--- config.mk ---
export PLATFORM = sky130hd
export DESIGN_NAME = mpq_cell
export DESIGN_NICKNAME = d
export VERILOG_FILES = /design/src/sv/min_priority_queue_macros.svh /design/src/sv/mpq_pkg.sv /design/src/sv/mpq_cell.sv
export SDC_FILE = /design/constraint.sdc
export NUM_CORES = 1
export LEC_CHECK = 0
export BUFFER_PORTS_ARGS = -buffer_cell sky130_fd_sc_hd__buf_4
export CELL_PAD_IN_SITES_DETAIL_PLACEMENT = 1
export CELL_PAD_IN_SITES_GLOBAL_PLACEMENT = 1
export CORE_AREA = 2 2 155 157
export DETAILED_ROUTE_END_ITERATION = 10
export DIE_AREA = 0 0 157 159
export PLACE_DENSITY = 0.8
export SLEW_MARGIN = 10
export SYNTH_ARGS = -nofsm -noshare
export SYNTH_HDL_FRONTEND = slang
export SYNTH_SLANG_ARGS = --single-unit
--- constraint.sdc ---
create_clock -name clk -period 8.65 [get_ports clk]
set_input_delay 0.865 -clock clk [delete_from_list [all_inputs] [get_ports clk]]
set_output_delay 0.865 -clock clk [all_outputs]
set_load 0.005 [all_outputs]
--- src/sv/min_priority_queue_macros.svh ---
// Assertion macros for the min_priority_queue block.
// Used by the top level only; expects clk and rst_n in scope.
`ifndef MIN_PRIORITY_QUEUE_MACROS_SVH
`define MIN_PRIORITY_QUEUE_MACROS_SVH

// Same-cycle implication, disabled while reset is asserted.
`define MPQ_ASSERT_NOW(label, ante, cons) \
  label: assert property (@(posedge clk) disable iff (!rst_n) (ante) |-> (cons)) \
    else $error("min_priority_queue assertion failed");

// Next-cycle implication, disabled while reset is asserted.
`define MPQ_ASSERT_NEXT(label, ante, cons) \
  label: assert property (@(posedge clk) disable iff (!rst_n) (ante) |=> (cons)) \
    else $error("min_priority_queue assertion failed");

`endif

--- src/sv/mpq_pkg.sv ---
// Package for the min_priority_queue block: sizes, status and command codes,
// entry and channel struct types, and the entry ordering function.
`default_nettype none

package mpq_pkg;

  localparam int CAPACITY = 64;
  localparam int CNT_W    = $clog2(CAPACITY + 1);
  localparam int OCC_W    = 7;
  localparam int PRIO_W   = 16;
  localparam int PIDX_W   = 16;
  localparam int DATA_W   = 32;
  localparam int ARR_W    = 32;

  localparam logic       CMD_PUSH = 1'b0;
  localparam logic       CMD_POP  = 1'b1;

  localparam logic [1:0] ST_OK    = 2'd0;
  localparam logic [1:0] ST_EMPTY = 2'd1;
  localparam logic [1:0] ST_FULL  = 2'd2;

  typedef struct packed {
    logic [PRIO_W-1:0] prio;
    logic [PIDX_W-1:0] pidx;
    logic [DATA_W-1:0] payload;
    logic [ARR_W-1:0]  arrival;
  } entry_t;

  typedef struct packed {
    logic              command;
    logic [PRIO_W-1:0] priority_req;
    logic [PIDX_W-1:0] process_index;
    logic [DATA_W-1:0] payload;
  } in_item_t;

  typedef struct packed {
    logic [1:0]        status;
    logic [PRIO_W-1:0] out_priority;
    logic [PIDX_W-1:0] out_process_index;
    logic [DATA_W-1:0] out_payload;
    logic [OCC_W-1:0]  occupancy;
  } out_item_t;

  // Broadcast from the top level to every cell.
  typedef struct packed {
    logic   push;
    logic   pop;
    entry_t new_entry;
  } cell_ctrl_t;

  // What a cell shows its neighbors.
  typedef struct packed {
    logic   valid;
    logic   lt;
    entry_t entry;
  } cell_link_t;

  // True when entry a leaves before entry b.
  function automatic logic goes_first(entry_t a, entry_t b);
    if (a.prio != b.prio) begin
      return a.prio < b.prio;
    end
    return a.arrival < b.arrival;
  endfunction

endpackage

`default_nettype wire

--- src/sv/mpq_cell.sv ---
// One cell of the sorted chain: holds one entry and its valid bit.
// Depends on mpq_pkg for the entry, control and link types.
`default_nettype none

module mpq_cell
  import mpq_pkg::*;
(
  input  wire logic       clk,
  input  wire logic       rst_n,
  input  wire cell_ctrl_t ctrl,
  input  wire cell_link_t left,
  input  wire cell_link_t right,
  output cell_link_t      link
);

  logic   valid_r, valid_nxt;
  entry_t entry_r, entry_nxt;
  logic   lt;

  // This cell stays ahead of the incoming entry.
  assign lt = valid_r && goes_first(entry_r, ctrl.new_entry);

  always_comb begin
    valid_nxt = valid_r;
    entry_nxt = entry_r;
    if (ctrl.push) begin
      if (!lt) begin
        if (left.lt) begin
          valid_nxt = 1'b1;
          entry_nxt = ctrl.new_entry;
        end else begin
          // shift right: take the neighbor's entry
          valid_nxt = left.valid;
          entry_nxt = left.entry;
        end
      end
    end else if (ctrl.pop) begin
      // shift left toward the head
      valid_nxt = right.valid;
      entry_nxt = right.entry;
    end
  end

  always_ff @(posedge clk) begin
    if (!rst_n) begin
      valid_r <= 1'b0;
    end else begin
      valid_r <= valid_nxt;
    end
  end

  always_ff @(posedge clk) begin
    entry_r <= entry_nxt;
  end

  assign link.valid = valid_r;
  assign link.lt    = lt;
  assign link.entry = entry_r;

endmodule

`default_nettype wire

==> impl_results.md <==
- Status: finished clean
- Clock Skew: approximately 0.012 ns
- Post-cts sizing count: 0
- Crit Path Max Fanout: 3
- Post-route setup TNS: 0 ns
- Final Hold Viols: 0
- Post-Route WL: 23.3 mm
- # IOs: around 390
- Metal-1 WL: just under 9 mm
- Post-DR wirelength/cell: around 18 um
- Gr ovfl total: 0
- Synth cell types: 37
- Critical path type: input pin to output port
- CTS Buf Count: 9
- Initial Utilization: 0.263
- Layout Nets: ~1300
- Die Ht: approximately 160 um
- Initial antenna violation count: 0
- Clock slew at reported path FFs: ~0.070 ns
- DRC Markers: 0
- IO buf count: slightly below 400
- ANT nets after route: 0
- Fmax achieved: roughly 240 MHz
- Clk sinks: 97
- Synth warn: 0
- NetSw: about 0.39 mW
- Clock power share: 0.314
- Most common flop cell mapped by yosys: edfxtp_1
- Core box area: 23200 um2
- Cell accounting for the most synthesized area: edfxtp_1
- Sequential share of power: 0.420
- Switching portion of total power: 0.270
- Max clock buf depth: 2
- Area contributors post-synth: edfxtp_1, mux2i_1, ha_1
- Seq cells post-synth: 97
- Syn Area/Cell: roughly 10 um2
- WP data required: around 8 ns
- Pwr dens: between 100 and 150 nW/um2
- First-pass GRT wire length: between 30 and 40 mm
- Mapped Area: between 6000 and 7000 um2
- Share of cells above drive strength 1: 0.433
- Root buf cell: clkbuf_16
- Synth Instances: between 500 and 600
- Seq/Total Area, Yosys: 0.477
- Maximum VDD drop: around 0.10 mV
- Uppermost routed layer: met4
- Pwr Total: between 1 and 1.5 mW
- Period minus WS final: about 4.2 ns
- Slew headroom: 0.408
- Fin. max-slew vios: 0
- Combinational Power Share: 0.266
- Met2 WL: around 12 mm
- Rows: 56
- Die Wd: 157 um
- Synth top area share: 0.473
- Hold crit path type: input pin to register
- Slew at the pin closest to its max-slew limit: a little under 0.9 ns
- EDFF count, synth: between 90 and 100
- Full die area: 25000 um2
- Metal3 WL: 1.97 mm
- Layout area overhead: 58.9%
- Postcts setup bufs: 0
- RSZ-0062 raised after global routing: no
- DR iter-0 viols: between 150 and 200
- Synth Net Count: between 900 and 1000
- Drt pass-1 iters: 4
- CP arrival: roughly 3.3 ns
- Max-cap violation count: 0
- LEAKAGE: between 4 and 5 nW
- Asr flop ratio synth: 0
- Final GP Congestion: just over 0.8
- Setup crit start kind: input pin
- Endpoint class of the critical path: output port
- Hold_buf cts: 0
- Clk_lat worst skew: 0.35 ns
- Vias in the first global route: around 6400
- Antenna fix cells: 0
- Final period util: 0.482
- DR vias: 5931
- Vias/cell: around 4.6
- Internal Power: around 1.1 mW
- Hpwl dp: roughly 19 mm
- Htree depth: 3
- Largest net degree at the start of global routing: 77
- CTS tree: yes
- Total GRT Usage: 0.184
- Setup violations, final: 0
==> final timing paths <==
path	start	endpoint	slack, ns	cells after the start
min	rst_n	valid_r	0.78	2
min reg2reg	valid_r	valid_r	0.81	2
max reg2reg	link[87]	link[32]	5.22	8
max	ctrl[87]	link[96]	4.48	9
==> Yosys cell counts (all sizes together), types with 2 or more instances <==
library cell	number
ha	47
and4	2
a21o	2
nand4	10
clkbuf	27
nor2	101
o21ai	5
mux2i	97
buf	8
nor2b	2
nand2	10
a21oi	111
inv	48
o21a	2
nand2b	2
edfxtp	96
a211oi	2
==> per-layer routing <==
| layer | vias up | track usage |
|---|---|---|
| li1 | 2879 | - |
| met2 | 243 | 0.331 |
| met5 | - | 0 |
| met4 | 0 | 0.0613 |
| met3 | 37 | 0.0618 |
| met1 | 2772 | 0.200 |
==> stage by stage <==
step                worst slack [ns]  hold WS, ns  area (um2)  cells  utilization
detailed placement              4.38        0.840        9350   1271        0.403
floorplan                      0.771        0.650        6090    590            -
finish                          4.48        0.784        9680   1287        0.417
global route                    4.24        0.775        9680   1287        0.417
global placement                4.52        0.802        9350   1271        0.403
CTS                             4.37        0.769        9680   1287        0.417
==> cell type report <==
class	instances	area, um2
Inverter	48	180
Multi-Input combinational cell	410	2880
Clock inverter	7	103
Sequential cell	97	2900
Tap cell	319	399
Timing Repair Buffer	397	2990
Fill cell	2654	13500
Clock buffer	9	225
==> cells by family (layout without fill, tap and decap cells) <==
family                     Yosys count  count (layout)  share of synthesized area
buffers and inverters               83             461                     0.0530
and+or+nand+nor                    133             133                     0.0933
muxes                               98              98                      0.161
AOI/OAI and AO/OA                  132             132                      0.119
adders and majority gates           47              47                     0.0965
DFF                                 97              97                      0.477
==> state kept, by name, summed over array words and instances, names as in the netlist <==
name / flops
valid_r: 1
link: 96
==> placed cells by master (no fill, tap or decap), types with 2 or more instances in the layout <==
master      count
o21a_1          2
edfxtp_1       96
clkbuf_16       9
nor2_1        101
a211oi_1        2
bufinv_16       2
nor2b_1         2
mux2i_1        96
a21oi_1       111
buf_4         395
nand4_1        10
clkinvlp_4      3
nand2_1        10
and4_1          2
buf_6           2
nand2b_1        2
inv_1          48
a21o_1          2
o21ai_0         5
ha_1           47
==> worst max-delay path, cell delays in order <==
cell and delay [ns]:
buf_4 0.09, inv_1 0.04, ha_1 0.31, nand4_1 0.13, nor4_1 0.76, nor4bb_1 0.40, o2111ai_1 0.28, o22ai_2 0.26
buf_4 0.18
==> power by group through the flow <==
stage                     combinational (mW)  clock (mW)  sequential (mW)
after detailed placement               0.389           0            0.617
final                                  0.383       0.453            0.606
after global placement                 0.379           0            0.614
after floorplan                        0.146           0            0.625
after global routing                   0.424       0.484            0.612
after CTS                              0.390       0.469            0.607
Power figures use the tool's default switching activity.
